**config.mk**
```make
export PLATFORM = sky130hd
export DESIGN_NAME = key_value_line_tokenizer
export DESIGN_NICKNAME = d
export VERILOG_FILES = /design/src/rtl/core/kvt_pkg.sv /design/src/rtl/core/kvt_in_reg.sv /design/src/rtl/core/kvt_parse_core.sv /design/src/rtl/core/kvt_out_reg.sv /design/src/rtl/core/key_value_line_tokenizer.sv
export SDC_FILE = /design/constraint.sdc
export NUM_CORES = 1
export LEC_CHECK = 0
export ABC_AREA = 1
export BUFFER_PORTS_ARGS = -buffer_cell sky130_fd_sc_hd__buf_2
export CELL_PAD_IN_SITES_DETAIL_PLACEMENT = 1
export CELL_PAD_IN_SITES_GLOBAL_PLACEMENT = 1
export CORE_UTILIZATION = 43
export CTS_CLUSTER_SIZE = 30
export DETAILED_ROUTE_END_ITERATION = 10
export GPL_TIMING_DRIVEN = 0
export PLACE_DENSITY_LB_ADDON = 0.1
export SETUP_SLACK_MARGIN = 0.15
export SLEW_MARGIN = 20
export SYNTH_ARGS = -nofsm -noshare
export SYNTH_HDL_FRONTEND = slang
export SYNTH_HIERARCHICAL = 1
export SYNTH_SLANG_ARGS = --single-unit
```
**constraint.sdc**
```tcl
create_clock -name clk -period 3.7 [get_ports clk]
set_input_delay 0.185 -clock clk [delete_from_list [all_inputs] [get_ports clk]]
set_output_delay 0.185 -clock clk [all_outputs]
set_load 0.01 [all_outputs]
```
**src/rtl/core/kvt_pkg.sv**
```systemverilog
package kvt_pkg;

    // Line limits
    localparam int MAX_KEY   = 32;
    localparam int MAX_VALUE = 128;
    localparam int MAX_LINE  = 256;

    // Counter widths: each holds its limit minus one
    localparam int KEY_W = $clog2(MAX_KEY);
    localparam int VAL_W = $clog2(MAX_VALUE);
    localparam int POS_W = $clog2(MAX_LINE);

    // Largest count that each counter may reach
    localparam int KEY_LIMIT = MAX_KEY - 1;
    localparam int VAL_LIMIT = MAX_VALUE - 1;
    localparam int POS_LIMIT = MAX_LINE - 1;
    localparam logic [KEY_W-1:0] KEY_LAST = KEY_LIMIT[KEY_W-1:0];
    localparam logic [VAL_W-1:0] VAL_LAST = VAL_LIMIT[VAL_W-1:0];
    localparam logic [POS_W-1:0] POS_LAST = POS_LIMIT[POS_W-1:0];

    // Fixed character codes
    localparam logic [7:0] EQ_CHAR      = 8'h3D;
    localparam logic [7:0] QUOTE_CHAR   = 8'h22;
    localparam logic [7:0] NUL_CHAR     = 8'h00;
    localparam logic [7:0] COMMENT_INIT = 8'h23;

    // Result kinds
    typedef enum logic [1:0] {
        KIND_KEY    = 2'd0,
        KIND_VALUE  = 2'd1,
        KIND_STATUS = 2'd2
    } token_kind_t;

    // Line status codes
    typedef enum logic [1:0] {
        ST_PAIR_OK = 2'd0,
        ST_BLANK   = 2'd1,
        ST_ERROR   = 2'd2
    } line_status_t;

    // One input word
    typedef struct packed {
        logic [7:0] char_in;
        logic       line_end;
    } item_t;

    // One result word
    typedef struct packed {
        token_kind_t  token_kind;
        logic [7:0]   out_byte;
        line_status_t line_status;
    } result_t;

    // Whitespace in the usual C sense: tab to carriage return, and space
    function automatic logic is_ws(input logic [7:0] c);
        return (c == 8'h20) || ((c >= 8'h09) && (c <= 8'h0D));
    endfunction

endpackage

```
**src/rtl/core/kvt_in_reg.sv**
```systemverilog
module kvt_in_reg
(
    input  logic            clk,
    input  logic            rst_n,
    input  logic            in_valid,
    output logic            in_ready,
    input  kvt_pkg::item_t  in_item,
    input  logic            advance,
    output logic            held_valid,
    output kvt_pkg::item_t  held_item
);

    logic           valid_reg;
    kvt_pkg::item_t item_reg;

    // The register frees up in the same cycle that its word moves on
    assign in_ready   = !valid_reg || advance;
    assign held_valid = valid_reg;
    assign held_item  = item_reg;

    // Valid flag
    always_ff @(posedge clk or negedge rst_n)
    begin
        if (!rst_n)
        begin
            valid_reg <= 1'b0;
        end
        else if (in_ready)
        begin
            valid_reg <= in_valid;
        end
    end

    // Payload needs no reset
    always_ff @(posedge clk)
    begin
        if (in_ready && in_valid)
        begin
            item_reg <= in_item;
        end
    end

endmodule

```
**src/rtl/core/kvt_parse_core.sv**
```systemverilog
module kvt_parse_core
(
    input  logic              clk,
    input  logic              rst_n,
    input  logic              advance,
    input  kvt_pkg::item_t    item,
    input  logic [7:0]        comment_char,
    output logic              res_valid,
    output kvt_pkg::result_t  res
);

    typedef enum logic [3:0] {
        STG_LEAD_WS  = 4'd0,
        STG_KEY      = 4'd1,
        STG_PRE_EQ   = 4'd2,
        STG_EQUAL    = 4'd3,
        STG_POST_EQ  = 4'd4,
        STG_OPEN_Q   = 4'd5,
        STG_VALUE    = 4'd6,
        STG_CLOSE_Q  = 4'd7,
        STG_TRAIL_WS = 4'd8
    } stage_t;

    // Most stage visits that one character needs before it settles
    localparam int PASSES = 4;

    stage_t                     stage_reg, stage_next;
    logic                       quoted_reg, quoted_next;
    logic [kvt_pkg::KEY_W-1:0]  key_count_reg, key_count_next;
    logic [kvt_pkg::VAL_W-1:0]  value_count_reg, value_count_next;
    logic [kvt_pkg::POS_W-1:0]  position_reg, position_next;
    logic                       failed_reg, failed_next;
    logic                       done_reg, done_next;
    logic                       blank_reg, blank_next;

    // Stepper signals
    stage_t      st;
    logic        q;
    logic        settled;
    logic        step_fail;
    logic        step_key;
    logic        step_value;
    logic [7:0]  c;

    assign c = item.char_in;

    // Walk one character through the stages until it settles.
    always_comb
    begin
        st         = stage_reg;
        q          = quoted_reg;
        settled    = 1'b0;
        step_fail  = 1'b0;
        step_key   = 1'b0;
        step_value = 1'b0;
        for (int p = 0; p < PASSES; p++)
        begin
            if (!settled)
            begin
                unique case (st)
                    STG_LEAD_WS:
                    begin
                        if (kvt_pkg::is_ws(c))
                            settled = 1'b1;
                        else
                            st = STG_KEY;
                    end
                    STG_PRE_EQ:
                    begin
                        if (kvt_pkg::is_ws(c))
                            settled = 1'b1;
                        else
                            st = STG_EQUAL;
                    end
                    STG_POST_EQ:
                    begin
                        if (kvt_pkg::is_ws(c))
                            settled = 1'b1;
                        else
                            st = STG_OPEN_Q;
                    end
                    STG_KEY:
                    begin
                        if (kvt_pkg::is_ws(c) || (c == kvt_pkg::EQ_CHAR))
                            st = STG_PRE_EQ;
                        else
                        begin
                            settled = 1'b1;
                            if (key_count_reg < kvt_pkg::KEY_LAST)
                                step_key = 1'b1;
                            else
                                step_fail = 1'b1;
                        end
                    end
                    STG_EQUAL:
                    begin
                        settled = 1'b1;
                        if (c != kvt_pkg::EQ_CHAR)
                            step_fail = 1'b1;
                        else
                            st = STG_POST_EQ;
                    end
                    STG_OPEN_Q:
                    begin
                        st = STG_VALUE;
                        if (c == kvt_pkg::QUOTE_CHAR)
                        begin
                            q       = 1'b1;
                            settled = 1'b1;
                        end
                    end
                    STG_VALUE:
                    begin
                        if ((!q && kvt_pkg::is_ws(c)) || (q && (c == kvt_pkg::QUOTE_CHAR)))
                            st = STG_CLOSE_Q;
                        else
                        begin
                            settled = 1'b1;
                            if (value_count_reg < kvt_pkg::VAL_LAST)
                                step_value = 1'b1;
                            else
                                step_fail = 1'b1;
                        end
                    end
                    STG_CLOSE_Q:
                    begin
                        st = STG_TRAIL_WS;
                        if (q)
                        begin
                            q       = 1'b0;
                            settled = 1'b1;
                        end
                    end
                    STG_TRAIL_WS:
                    begin
                        settled = 1'b1;
                        if (!kvt_pkg::is_ws(c))
                            step_fail = 1'b1;
                    end
                    default:
                        settled = 1'b1;
                endcase
            end
        end
    end

    // Line state update and the result of the held word.
    always_comb
    begin
        stage_next       = stage_reg;
        quoted_next      = quoted_reg;
        key_count_next   = key_count_reg;
        value_count_next = value_count_reg;
        position_next    = position_reg;
        failed_next      = failed_reg;
        done_next        = done_reg;
        blank_next       = blank_reg;
        res_valid        = 1'b0;
        res.token_kind   = kvt_pkg::KIND_KEY;
        res.out_byte     = 8'h00;
        res.line_status  = kvt_pkg::ST_PAIR_OK;
        if (item.line_end)
        begin
            // End of line: report the status and start afresh.
            res_valid      = 1'b1;
            res.token_kind = kvt_pkg::KIND_STATUS;
            priority if (blank_reg)
                res.line_status = kvt_pkg::ST_BLANK;
            else if (failed_reg || (key_count_reg == '0) || (value_count_reg == '0) || quoted_reg)
                res.line_status = kvt_pkg::ST_ERROR;
            else
                res.line_status = kvt_pkg::ST_PAIR_OK;
            stage_next       = STG_LEAD_WS;
            quoted_next      = 1'b0;
            key_count_next   = '0;
            value_count_next = '0;
            position_next    = '0;
            failed_next      = 1'b0;
            done_next        = 1'b0;
            blank_next       = 1'b1;
        end
        else if (position_reg < kvt_pkg::POS_LAST)
        begin
            position_next = position_reg + 1'b1;
            if (!failed_reg && !done_reg)
            begin
                if ((c == kvt_pkg::NUL_CHAR) || ((c == comment_char) && !quoted_reg))
                    done_next = 1'b1;
                else
                begin
                    if (!kvt_pkg::is_ws(c))
                        blank_next = 1'b0;
                    stage_next  = st;
                    quoted_next = q;
                    if (step_fail)
                        failed_next = 1'b1;
                    if (step_key)
                    begin
                        key_count_next = key_count_reg + 1'b1;
                        res_valid      = 1'b1;
                        res.token_kind = kvt_pkg::KIND_KEY;
                        res.out_byte   = c;
                    end
                    if (step_value)
                    begin
                        value_count_next = value_count_reg + 1'b1;
                        res_valid        = 1'b1;
                        res.token_kind   = kvt_pkg::KIND_VALUE;
                        res.out_byte     = c;
                    end
                end
            end
        end
    end

    // Line state registers move on with each processed word.
    always_ff @(posedge clk or negedge rst_n)
    begin
        if (!rst_n)
        begin
            stage_reg       <= STG_LEAD_WS;
            quoted_reg      <= 1'b0;
            key_count_reg   <= '0;
            value_count_reg <= '0;
            position_reg    <= '0;
            failed_reg      <= 1'b0;
            done_reg        <= 1'b0;
            blank_reg       <= 1'b1;
        end
        else if (advance)
        begin
            stage_reg       <= stage_next;
            quoted_reg      <= quoted_next;
            key_count_reg   <= key_count_next;
            value_count_reg <= value_count_next;
            position_reg    <= position_next;
            failed_reg      <= failed_next;
            done_reg        <= done_next;
            blank_reg       <= blank_next;
        end
    end

endmodule

```
**src/rtl/core/kvt_out_reg.sv**
```systemverilog
module kvt_out_reg
(
    input  logic              clk,
    input  logic              rst_n,
    input  logic              load,
    input  kvt_pkg::result_t  load_res,
    output logic              out_ready,
    output logic              out_valid,
    input  logic              out_taken,
    output kvt_pkg::result_t  out_res
);

    logic             valid_reg;
    kvt_pkg::result_t res_reg;

    // A new result may enter when the register is empty or being emptied
    assign out_ready = !valid_reg || out_taken;
    assign out_valid = valid_reg;
    assign out_res   = res_reg;

    // Valid flag
    always_ff @(posedge clk or negedge rst_n)
    begin
        if (!rst_n)
        begin
            valid_reg <= 1'b0;
        end
        else if (load)
        begin
            valid_reg <= 1'b1;
        end
        else if (out_taken)
        begin
            valid_reg <= 1'b0;
        end
    end

    // Payload needs no reset
    always_ff @(posedge clk)
    begin
        if (load)
        begin
            res_reg <= load_res;
        end
    end

endmodule

```
**src/rtl/core/key_value_line_tokenizer.sv**
```systemverilog
// Channel    Direction  Word contents
// s_axis     in         tdata[7:0] char_in, tlast line_end
// m_axis     out        tdata[7:0] out_byte, tdata[9:8] line_status, tuser[1:0] token_kind
// cfg        in         cfg_wr_data[7:0] comment_char, written when cfg_wr_en is high
//
// Each word waits in the input register until the result register can take its result;
// a word that gives a result has it loaded into the result register, which offers it
// on m_axis. One word is taken every cycle while the result register is not stalled.
// The character step between the two registers is combinational.
// Reset (rst_n, asynchronous) empties both registers, clears the line state and sets
// the comment character to '#'. A stalled result register holds the input register,
// which in turn drops s_axis_tready; nothing is lost or repeated.
module key_value_line_tokenizer
(
    input  logic        clk,
    input  logic        rst_n,
    input  logic        s_axis_tvalid,
    output logic        s_axis_tready,
    input  logic [7:0]  s_axis_tdata,   // [7:0] char_in
    input  logic        s_axis_tlast,
    output logic        m_axis_tvalid,
    input  logic        m_axis_tready,
    output logic [15:0] m_axis_tdata,   // [7:0] out_byte, [9:8] line_status, rest zero
    output logic [1:0]  m_axis_tuser,   // [1:0] token_kind
    input  logic        cfg_wr_en,
    input  logic [7:0]  cfg_wr_data
);

    logic             held_valid;
    kvt_pkg::item_t   in_item;
    kvt_pkg::item_t   held_item;
    logic             out_ready;
    logic             advance;
    logic             res_valid;
    kvt_pkg::result_t res;
    kvt_pkg::result_t out_res;
    logic [7:0]       comment_char_reg;

    // Comment character register
    always_ff @(posedge clk or negedge rst_n)
    begin
        if (!rst_n)
        begin
            comment_char_reg <= kvt_pkg::COMMENT_INIT;
        end
        else if (cfg_wr_en)
        begin
            comment_char_reg <= cfg_wr_data;
        end
    end

    // A held word is processed whenever the result register can take a result
    assign advance = held_valid && out_ready;

    assign in_item.char_in  = s_axis_tdata;
    assign in_item.line_end = s_axis_tlast;

    kvt_in_reg u_in_reg
    (
        .clk        (clk),
        .rst_n      (rst_n),
        .in_valid   (s_axis_tvalid),
        .in_ready   (s_axis_tready),
        .in_item    (in_item),
        .advance    (advance),
        .held_valid (held_valid),
        .held_item  (held_item)
    );

    kvt_parse_core u_parse_core
    (
        .clk          (clk),
        .rst_n        (rst_n),
        .advance      (advance),
        .item         (held_item),
        .comment_char (comment_char_reg),
        .res_valid    (res_valid),
        .res          (res)
    );

    kvt_out_reg u_out_reg
    (
        .clk       (clk),
        .rst_n     (rst_n),
        .load      (advance && res_valid),
        .load_res  (res),
        .out_ready (out_ready),
        .out_valid (m_axis_tvalid),
        .out_taken (m_axis_tready),
        .out_res   (out_res)
    );

    // Pack the result word
    assign m_axis_tdata = {6'd0, out_res.line_status, out_res.out_byte};
    assign m_axis_tuser = out_res.token_kind;

endmodule

```
==> out/qor.yml, run 1 <==
status:
  outcome: "finished with violations"
  violations: "hold timing"
setup_path:
  cp.buffers_inverters: 3
  cp-end-kind: "flip-flop"
  cp_num_cells: 18
  path_class: "reg -> reg"
  critical_path_arrival_ns: 3.32
  r2r_cells: 18
  crit_chain: "inv_2, nand2_1, nor2_1, nand2_2, nand3_1, nand3_2, a21oi_1, nand3_1, nand3_2, nor2_4, nor2_8, nand3_4, nor3_4, a21oi_4, nand2_1, inv_1, nor2_4, buf_12"
  critPathMaxStageDelay_ns: 0.47
  cpLargestDelayFamily: "simple AND/OR/NAND/NOR gates"
  critPathMaxFanout: 13
  r2r-start: "u_in_reg/held_item[4]"
  crit_required_ns: 3.74
  regToRegSetupSlack_ns: 0.43
  timing.rr.end: "u_out_reg/out_res[4]"
  start_kind: "flip-flop"
  slowest_stage: "edfxtp_1"
detailed_routing:
  via_per_inst: 5.211
  wirelength_um: 9940
  num_vias: 3330
  drt-initial-drc-count: 118
  drtAntennaViolNets: 0
  firstDrtPassIters: 4
  drc: 0
  wire_per_inst_um: 15.56
final_layout:
  multi_input_comb_area_um2: 1743
  drive_above_1_share: 0.2004
  fin_nets: 556
  fin_area_um2: 4193
  largest_reg_flops: 12
  fillers: 1069
  syn_to_final_growth_pct: 14.68
  antenna_cells: 0
  seqCellArea_um2: 1587
grt:
  grt_pass1_wl_um: 16720
  grt_max_degree: 39
  antenna_found_initial: 0
  grt.total_usage: 0.2459
  grt_pass1_vias: 3472
  grt-ovfl-total: 0
synthesis:
  yosysTopAreaCellShare: 0.2327
  yosysWarningCount: 6
  synth_ff_type: "dfrtp_1"
  ys_ff_latch: 59
  yosysSeqAreaShare: 0.4339
  synth_area_leaders: "dfrtp_1 (23%), edfxtp_1 (17%), nand2_1 (14%)"
  syn_inst: 477
  ys_types: 42
  yosysTopAreaCell: "dfrtp_1"
  post_synth.cell_area_avg_um2: 7.665
  yosysMostFrequentCell: "nand2_1"
  synth_common_cells: "nand2_1 (135), inv_1 (60), nor2_1 (44)"
  synth-edff-count: 21
  syn_area_um2: 3656
  async_reset_ff_frac: 0.6441
timing:
  worst_slew_pin_slew_ns: 0.9547
  report.final.slew_viol_count: 0
  period_share: 0.8846
  skew_ns: 0.009826
  rsz0062_at_grt: "no"
  fin_crit_ns: 3.273
  whs_ns: -0.007090
  tns_ns: 0
  setup_viol: 0
  fmax_mhz: 305.5
  relSlewSlack: 0.3635
  finalHoldViolations: 8
power_and_ir_drop:
  p_leak_nw: 2.119
  peakVddDrop_mv: 0.2560
  powerDensity_nw_per_um2: 642.3
clock_network:
  clkTransAtPathRegs_ns: 0.07
  insertion_delay_ns: 0.33
  clockRootBuffer: "clkbuf_8"
  cts_tree: "yes"
  cts.sinks: 59
  ctsLongestPathBuffers: 2
  htreeDepth: 3
  cts_inserted_buffers: 9
placement:
  dp_hpwl_um: 7600
  place_congestion: 0.8472
  io_buffers: 34
  dpl_cell_area_um2: 3976
floorplanning:
  fp.dieH_um: 94.21
  start_util: 0.4450
  rows: 33
  pin_count: 42
  dieWidth_um: 94.21
  die_area_um2: 8876
  core_area_um2: 8217
worst_hold_path:
  hp-class: "in -> async"
flow_run:
  cap_violations: 0
## through the flow
step | power, mW | utilization | hold WS, ns | instances | setup WS (ns)
finish | 2.693 | 0.5103 | -0.007090 | 639 | 0.4268
floorplan | 1.791 | - | -0.1106 | 482 | 0.5560
global placement | 2.086 | 0.4839 | 0.3606 | 621 | -0.2800
global route | 2.904 | 0.5103 | 0.005446 | 639 | 0.1833
CTS | 2.699 | 0.5069 | 0.004850 | 637 | 0.1671
detailed placement | 2.126 | 0.4839 | 0.3690 | 621 | -0.3498
## worst max-delay path by stage
stage,slack (ns),from,endpoint
final,0.43,u_in_reg/held_item[4],u_out_reg/out_res[4]
after global routing,0.18,u_in_reg/held_item[4],u_out_reg/out_res[4]
after CTS,0.17,u_in_reg/held_item[4],u_out_reg/out_res[4]
after detailed placement,-0.35,u_in_reg/held_item[4],u_out_reg/out_res[2]
after global placement,-0.28,u_in_reg/held_item[4],u_out_reg/out_res[3]
after floorplan,0.56,u_in_reg/held_item[4],u_out_reg/out_res[0]
## where the power goes
part           switching, mW  internal (mW)  total (mW)  leakage (nW)
Clock                  0.265          0.282       0.547        0.0891
Combinational          0.825          0.388        1.21          1.33
Sequential            0.0881          0.845       0.933         0.699
## cells by family (layout without fill, tap and decap cells)
group,Yosys count,count (layout),share of synthesized area
other,1,6,0.001026
DFF,59,59,0.4339
adders and majority gates,5,5,0.01711
and+or+nand+nor,266,266,0.3443
AOI/OAI and AO/OA,53,53,0.08796
buffers and inverters,85,137,0.09651
xor gates and xnor gates,8,8,0.01917
## per-layer routing
| metal | routed length, µm | vias up | GRT usage |
|---|---|---|---|
| li1 | - | 1642 | - |
| met1 | 4562 | 1609 | 0.3085 |
| met2 | 4930 | 60 | 0.4287 |
| met3 | 283 | 19 | 0.04773 |
| met4 | 163 | 0 | 0.06410 |
| met5 | 0 | - | 0 |
## worst reg2reg max path: stages (launching register included)
cell,delay (ns)
edfxtp_1,0.47
inv_2,0.12
nand2_1,0.09
nor2_1,0.20
nand2_2,0.13
nand3_1,0.15
nand3_2,0.16
a21oi_1,0.31
nand3_1,0.15
nand3_2,0.12
nor2_4,0.05
nor2_8,0.11
nand3_4,0.11
nor3_4,0.25
a21oi_4,0.10
nand2_1,0.11
inv_1,0.07
nor2_4,0.13
buf_12,0.16
## what timing repair did
| action | 4_1_cts | 5_1_grt |
|---|---|---|
| gates resized for setup | 2 | 0 |
| hold endpoints to repair | 0 | 0 |
| endpoints found under the setup margin | 13 | 13 |
| hold buffers | 0 | 0 |
| pin swaps | 1 | 2 |
| setup buffers | 0 | 2 |
## cells in the final DEF, fill, tap and decap left out, drive strengths merged
cell type,n
nand2,148
inv,72
nor2,52
buf,44
nand3,35
dfrtp,34
o21ai,24
edfxtp,21
a21oi,16
clkbuf,15
nand4,14
nor3,11
xor2,8
conb,6
ha,5
clkinv,5
dfstp,4
o22ai,3
a211oi,3
nor4,3
a221oi,2
nor3b,2
clkinvlp,1
nand3b,1
a22oi,1
o221ai,1
a32o,1
o211ai,1
a31oi,1
## cell type report
| cell class | instances | area share |
|---|---|---|
| multi-input combinational | 338 | 0.4157 |
| inverter | 74 | 0.06625 |
| tap | 105 | 0.03133 |
| buffer | 11 | 0.01791 |
| sequential | 59 | 0.3784 |
| clock buffer | 12 | 0.03730 |
| timing repair buffer | 36 | 0.04715 |
| clock inverter | 4 | 0.005968 |
No activity file was read; power rests on OpenSTA's default activity.
==> run 2: changes to the inputs <==
Settings changed: CELL_PAD_IN_SITES_DETAIL_PLACEMENT 1 to 0, CELL_PAD_IN_SITES_GLOBAL_PLACEMENT 1 to 2, CORE_UTILIZATION 43 to 34.
==> run 2 against run 1 <==
  * Via count decreased by 4.2%
  * Largest cell class unchanged
  * Critical endpoint is now u_out_reg/out_res[1]
  * Routed wire length shrank 7.7%
  * Hold slack lost 0.011 ns
  * Clock power is 18% higher
  * Register-to-register slack improved by 0.13 ns
  * Total power up 2.9%
  * Largest power group unchanged
  * Final area up 2.2%
  * Sequential cell count unchanged
  * Highest routed layer unchanged
  * The run still ends with hold timing left
==> out/qor.yml, run 2 (synthesis results as in run 1) <==
clock_network:
  htreeDepth: 3  # unchanged
  cts_inserted_buffers: 9  # unchanged
  clkTransAtPathRegs_ns: 0.07  # about the same
  clockRootBuffer: "clkbuf_8"  # unchanged
  cts.sinks: 59  # unchanged
  insertion_delay_ns: 0.34  # was 0.33 ns
  ctsLongestPathBuffers: 2  # unchanged
  cts_tree: "yes"  # unchanged
final_layout:
  antenna_cells: 0  # unchanged
  final_common_cell: "nand2_1"  # unchanged
  syn_to_final_growth_pct: 17.21  # was 14.68%
  largest_reg_flops: 12  # unchanged
  drive_above_1_share: 0.2015  # was 0.2004
  fillers: 1120  # was 1,069
  final_cells: 672  # was 639
  fin_area_um2: 4285  # was 4193 µm²
  fin_nets: 558  # was 556
  final_cell_mix: "nand2_1 (135), inv_1 (60), nor2_1 (43)"  # unchanged
setup_path:
  critPathMaxFanout: 13  # unchanged
  path_class: "reg -> reg"  # unchanged
  cp-end-kind: "flip-flop"  # unchanged
  start_kind: "flip-flop"  # unchanged
  crit_required_ns: 3.75  # was 3.74 ns
  r2r_cells: 18  # unchanged
  critical_path_arrival_ns: 3.19  # was 3.32 ns
power_and_ir_drop:
  powerDensity_nw_per_um2: 646.7  # was 642.3 nW/µm²
  power.share.sequential: 0.337  # was 0.346
  swShare: 0.4189  # was 0.4374
  p_clk_frac: 0.234  # was 0.203
  internal-power_mw: 1.611  # was 1.515 mW
  combPwrFrac: 0.429  # was 0.451
  peakVddDrop_mv: 0.3448  # was 0.2560 mV
  power_switching_mw: 1.161  # was 1.178 mW
  p_leak_nw: 2.139  # was 2.119 nW
timing:
  skew_ns: 0.008462  # was 0.009826 ns
  report.final.slew_viol_count: 0  # unchanged
  whs_ns: -0.01851  # was -0.007090 ns
  finalWorstSetupSlack_ns: 0.5576  # was 0.4268 ns
  setup_viol: 0  # unchanged
  fmax_mhz: 318.2  # was 305.5 MHz
  rsz0062_at_grt: "no"  # unchanged
  finalHoldViolations: 26  # was 8
  fin_crit_ns: 3.142  # was 3.273 ns
  relSlewSlack: 0.3831  # was 0.3635
  period_share: 0.8493  # was 0.8846
  worst_slew_pin_slew_ns: 0.9254  # was 0.9547 ns
floorplanning:
  start_util: 0.3526  # was 0.4450
  dieWidth_um: 105.7  # was 94.21 µm
  pin_count: 42  # unchanged
  rows: 37  # was 33
  core_area_um2: 10370  # was 8217 µm²
  die_area_um2: 11170  # was 8876 µm²
  fp.dieH_um: 105.7  # was 94.21 µm
grt:
  grtUsageMet2: 0.2955  # was 0.4287
  use_met1: 0.2249  # was 0.3085
  grt_pass1_vias: 3104  # was 3,472
  grt-ovfl-total: 0  # unchanged
  grt.busiest_layer: "met2"  # unchanged
  use_met3: 0.03649  # was 0.04773
  grt_max_degree: 39  # unchanged
  grt.total_usage: 0.1769  # was 0.2459
  antenna_found_initial: 0  # unchanged
  grt_pass1_wl_um: 15120  # was 16,720 µm
worst_hold_path:
  hp-class: "in -> async"  # unchanged
detailed_routing:
  firstDrtPassIters: 4  # unchanged
  wire_per_inst_um: 13.66  # was 15.56 µm
  num_vias: 3189  # was 3,330
  drc: 0  # unchanged
  via_per_inst: 4.746  # was 5.211
  drtAntennaViolNets: 0  # unchanged
  wirelength_um: 9178  # was 9940 µm
  drt-initial-drc-count: 125  # was 118
placement:
  place_inst: 652  # was 621
  dpl_cell_area_um2: 4015  # was 3976 µm²
  place_congestion: 0.7872  # was 0.8472
  place_ws_ns: -0.2653  # was -0.3498 ns
  io_buffers: 34  # unchanged
  dp_hpwl_um: 7005  # was 7600 µm
status:
  violations: "hold timing"  # unchanged
  outcome: "finished with violations"  # unchanged
flow_run:
  cap_violations: 0  # unchanged
[run 2: changes by cell type in the layout (fill, tap and decap cells not counted), sizes merged]
cell         previous run  this run
bufinv                  0         2
clkbuf                 15        12
clkinv                  5         4
clkinvlp                1         2
dlygate4sd3             0         2
inv                    72        73
[run 2: worst max-delay path: stages, from the launching register on]
cell and delay, ns:
edfxtp_1 0.48, nor2_1 0.20, nand2_1 0.07, nor2_1 0.12, nand2_2 0.11, nand3_1 0.12, nand3_2 0.15, a21oi_1 0.31
nand3_1 0.15, nand3_2 0.12, nor2_4 0.05, nor2_8 0.10, nand3_4 0.11, nor3_4 0.24, a21oi_4 0.10, nand2_1 0.11
inv_1 0.07, nor2_4 0.10, buf_12 0.15
[run 2: per-stage QoR]
step	total power, mW	setup TNS, ns	util
5_1_grt	2.985	0	0.4132
2_1_floorplan	1.791	0	-
3_5_place_dp	2.109	-3.346	0.3872
6_report	2.771	0	0.4132
3_3_place_gp	2.111	-3.519	0.3872
4_1_cts	2.791	0	0.4106
[run 2: what timing repair did]
item	in CTS	in global routing
hold endpoints to repair	2	0
gates resized for setup	2	0
cloned	0	0
pin swaps	0	2
setup buffers	0	2
hold buffers	2	0
endpoints found under the setup margin	13	13
[run 2: layer usage]
layer | vias to the layer above | share of wire
met5 | - | 0
met4 | 0 | 0.014
met3 | 13 | 0.026
met2 | 37 | 0.48
met1 | 1485 | 0.48
li1 | 1654 | -
[run 2: power by group through the flow]
stage	sequential (mW)	clock, mW	combinational [mW]
6_report	0.934	0.647	1.19
5_1_grt	0.952	0.691	1.34
3_5_place_dp	0.949	0	1.16
4_1_cts	0.937	0.679	1.17
2_1_floorplan	0.958	0	0.833
3_3_place_gp	0.951	0	1.16
[run 2: layout make-up]
class	count	area (µm²)	share of cell area
Sequential cell	59	1587	0.3702
Tap cell	136	170.2	0.03971
Clock buffer	9	123.9	0.02891
Inverter	74	277.8	0.06482
Buffer	11	75.07	0.01752
Multi-Input combinational cell	338	1743	0.4067
Timing Repair Buffer	38	217.7	0.05080
Clock inverter	7	91.34	0.02131
[run 2: final timing paths]
check	from	endpoint	slack (ns)
setup / recovery	u_in_reg/held_item[7]	u_out_reg/out_res[1]	0.56
max in group asynchronous	rst_n	u_parse_core/key_count_reg[4]	3.14
setup reg to reg	u_in_reg/held_item[7]	u_out_reg/out_res[1]	0.56
min in group clk	s_axis_tdata[7]	u_in_reg/held_item[8]	0.03
hold reg to reg	comment_char_reg[5]	comment_char_reg[5]	0.47
hold / removal	rst_n	comment_char_reg[4]	-0.02
==> run 3: changes to the inputs <==
Clock period 3.7 ns to 3.18 ns, I/O delays scaled along.
==> run 3 against run 2 <==
  * Final cell count is 8.2% higher
  * Final area is 16% higher
  * The run now ends clean
  * Global-route usage is 0.68 points higher
  * Routed wire length is 7.1% higher
  * Largest power group unchanged
==> out/qor.yml, run 3 (synthesis results as in run 1) <==
detailed_routing:
  num_vias: 3404  # was 3,189
  firstDrtPassIters: 4  # unchanged
  drtAntennaViolNets: 0  # unchanged
  wire_per_inst_um: 13.52  # was 13.66 µm
  wirelength_um: 9827  # was 9178 µm
  via_per_inst: 4.682  # was 4.746
  drt-initial-drc-count: 142  # was 125
  drc: 0  # unchanged
timing:
  relSlewSlack: 0.3742  # was 0.3831
  finalHoldViolations: 0  # was 26
  report.final.slew_viol_count: 0  # unchanged
  rsz0062_at_grt: "yes"  # was no
  fmax_mhz: 327.2  # was 318.2 MHz
  period_share: 0.9612  # was 0.8493
  skew_ns: 0.009440  # was 0.008462 ns
  whs_ns: 0.03740  # was -0.01851 ns
  setup_viol: 0  # unchanged
  fin_crit_ns: 3.057  # was 3.142 ns
  worst_slew_pin_slew_ns: 0.9386  # was 0.9254 ns
status:
  outcome: "completed"  # was finished with violations
clock_network:
  clkTransAtPathRegs_ns: 0.07  # about the same
  insertion_delay_ns: 0.35  # was 0.34 ns
  clockRootBuffer: "clkbuf_8"  # unchanged
  cts_inserted_buffers: 9  # unchanged
  cts_tree: "yes"  # unchanged
  htreeDepth: 3  # unchanged
  ctsLongestPathBuffers: 2  # unchanged
  cts.sinks: 59  # unchanged
floorplanning:
  die_area_um2: 11170  # unchanged
  start_util: 0.3526  # unchanged
  rows: 37  # unchanged
  pin_count: 42  # unchanged
  core_area_um2: 10370  # unchanged
  fp.dieH_um: 105.7  # unchanged
  dieWidth_um: 105.7  # unchanged
setup_path:
  critPathMaxStageDelay_ns: 0.44  # was 0.48 ns
  critical_path_arrival_ns: 3.13  # was 3.19 ns
  start_kind: "flip-flop"  # unchanged
  cpLargestDelayFamily: "simple AND/OR/NAND/NOR gates"  # unchanged
  cp_num_cells: 22  # was 18
  critPathMaxFanout: 8  # was 13
  slowest_stage: "edfxtp_1"  # unchanged
  crit_chain: "inv_2, nand2_2, nand2_2, nand2_2, nand2_4, nand3_4, nor2_4, nor2_4, nand2_2, nand2_4, nor2_4, nand3_4, inv_2, nor2_4, nor2_8, nand3_4, nor3_4, a21oi_4, nand2_2, inv_2, nor2_4, clkbuf_16"  # was nor2_1, nand2_1, nor2_1, nand2_2, nand3_1, nand3_2, a21oi_1, nand3_1, nand3_2, nor2_4, nor2_8, nand3_4, nor3_4, a21oi_4, nand2_1, inv_1, nor2_4, buf_12
  r2r_cells: 22  # was 18
  cp-end-kind: "flip-flop"  # unchanged
  path_class: "reg -> reg"  # unchanged
  cp.buffers_inverters: 4  # was 2
  crit_required_ns: 3.25  # was 3.75 ns
grt:
  antenna_found_initial: 0  # unchanged
  grt_pass1_wl_um: 15950  # was 15,120 µm
  grt-ovfl-total: 0  # unchanged
  grt_max_degree: 39  # unchanged
  grt.total_usage: 0.1837  # was 0.1769
  grt_pass1_vias: 3361  # was 3,104
placement:
  io_buffers: 34  # unchanged
  place_inst: 652  # unchanged
  dpl_cell_area_um2: 4018  # was 4015 µm²
  place_congestion: 0.7769  # was 0.7872
  dp_hpwl_um: 6905  # was 7005 µm
power_and_ir_drop:
  p_leak_nw: 2.494  # was 2.139 nW
  powerDensity_nw_per_um2: 720.6  # was 646.7 nW/µm²
  peakVddDrop_mv: 0.3155  # was 0.3448 mV
worst_hold_path:
  hp-class: "in -> reg"  # was in -> async
  hold_depth: 3
final_layout:
  final_cell_mix: "nand2_1 (120), inv_1 (58), buf_4 (42)"  # was nand2_1 (135), inv_1 (60), nor2_1 (43)
  antenna_cells: 0  # unchanged
  final_cells: 727  # was 672
  fin_nets: 613  # was 558
  fillers: 1054  # was 1,120
  syn_to_final_growth_pct: 35.69  # was 17.21%
  fin_area_um2: 4961  # was 4285 µm²
  final_common_cell: "nand2_1"  # unchanged
  drive_above_1_share: 0.3029  # was 0.2015
  fin_util: 0.4784  # was 0.4132
  largest_reg_flops: 12  # unchanged
flow_run:
  cap_violations: 0  # unchanged
[run 3: cell types whose count changed in the layout (fill, tap and decap cells not counted), moves of 3 or more]
cell,previous run,this run
nor2_1,43,34
nand3_1,29,26
nand2_2,11,20
buf_4,8,42
nand2_4,2,8
nor2_4,3,11
dlygate4sd3_1,2,18
nand2_1,135,120
nand3_4,2,5
clkinv_1,4,1
buf_6,1,5
clkbuf_8,9,12
[run 3: layer usage]
layer  vias up  routed length [µm]  track usage  part of all wire
met1      1587                4502       0.2215              0.46
met2        48                4902       0.3212              0.50
met5         -                   0            0                 0
met4         0                 136      0.06448             0.014
li1       1759                   -            -                 -
met3        10                 285      0.03958             0.029
[run 3: worst paths after layout]
kind                                   startpoint                            to  slack, ns
min in group asynchronous                   rst_n           comment_char_reg[6]       0.49
max in group asynchronous                   rst_n  u_parse_core/position_reg[6]       2.12
max                         u_in_reg/held_item[1]          u_out_reg/out_res[7]       0.12
max reg2reg                 u_in_reg/held_item[1]          u_out_reg/out_res[7]       0.12
min                                     cfg_wr_en           comment_char_reg[1]       0.04
min reg2reg                u_parse_core/blank_reg        u_parse_core/blank_reg       0.47
[run 3: per-stage QoR]
step / total power, mW / setup TNS [ns] / worst slack [ns]
after floorplan: 2.086 / 0 / 0.2381
after global placement: 2.457 / -6.780 / -0.5306
after detailed placement: 2.451 / -7.165 / -0.5602
after CTS: 3.367 / 0 / 0.1662
after global routing: 3.842 / -0.3903 / -0.04789
final: 3.575 / 0 / 0.1234
[run 3: layout make-up]
class	instances	area (µm²)	area share
multi-input cells	338	1929	0.3889
flip-flops and latches	59	1587	0.3198
repair buffers	93	703.2	0.1417
inverters	74	281.5	0.05675
well taps	136	170.2	0.03430
clock buffers	13	168.9	0.03405
plain buffers	11	75.07	0.01513
clock inverters	3	46.29	0.009332
[run 3: timing repair]
action | in CTS | in global routing
endpoints found under the hold margin | 27 | 0
hold buffers | 18 | 0
buffers inserted | 15 | 25
resized for setup | 8 | 47
cloned | 0 | 1
setup endpoints to repair | 13 | 30
pin swaps | 9 | 20
[run 3: power breakdown]
| group | internal (mW) | switching, mW |
|---|---|---|
| logic | 0.698 | 1.05 |
| clock network | 0.428 | 0.311 |
| registers | 0.983 | 0.101 |
| total | 2.11 | 1.47 |
[run 3: tightest hold or removal path, delay by kind of cell]
family / cells / cell delay [ns]
buffers and inverters: 1 / 0.11
AND/OR/NAND/NOR: 2 / 0.10
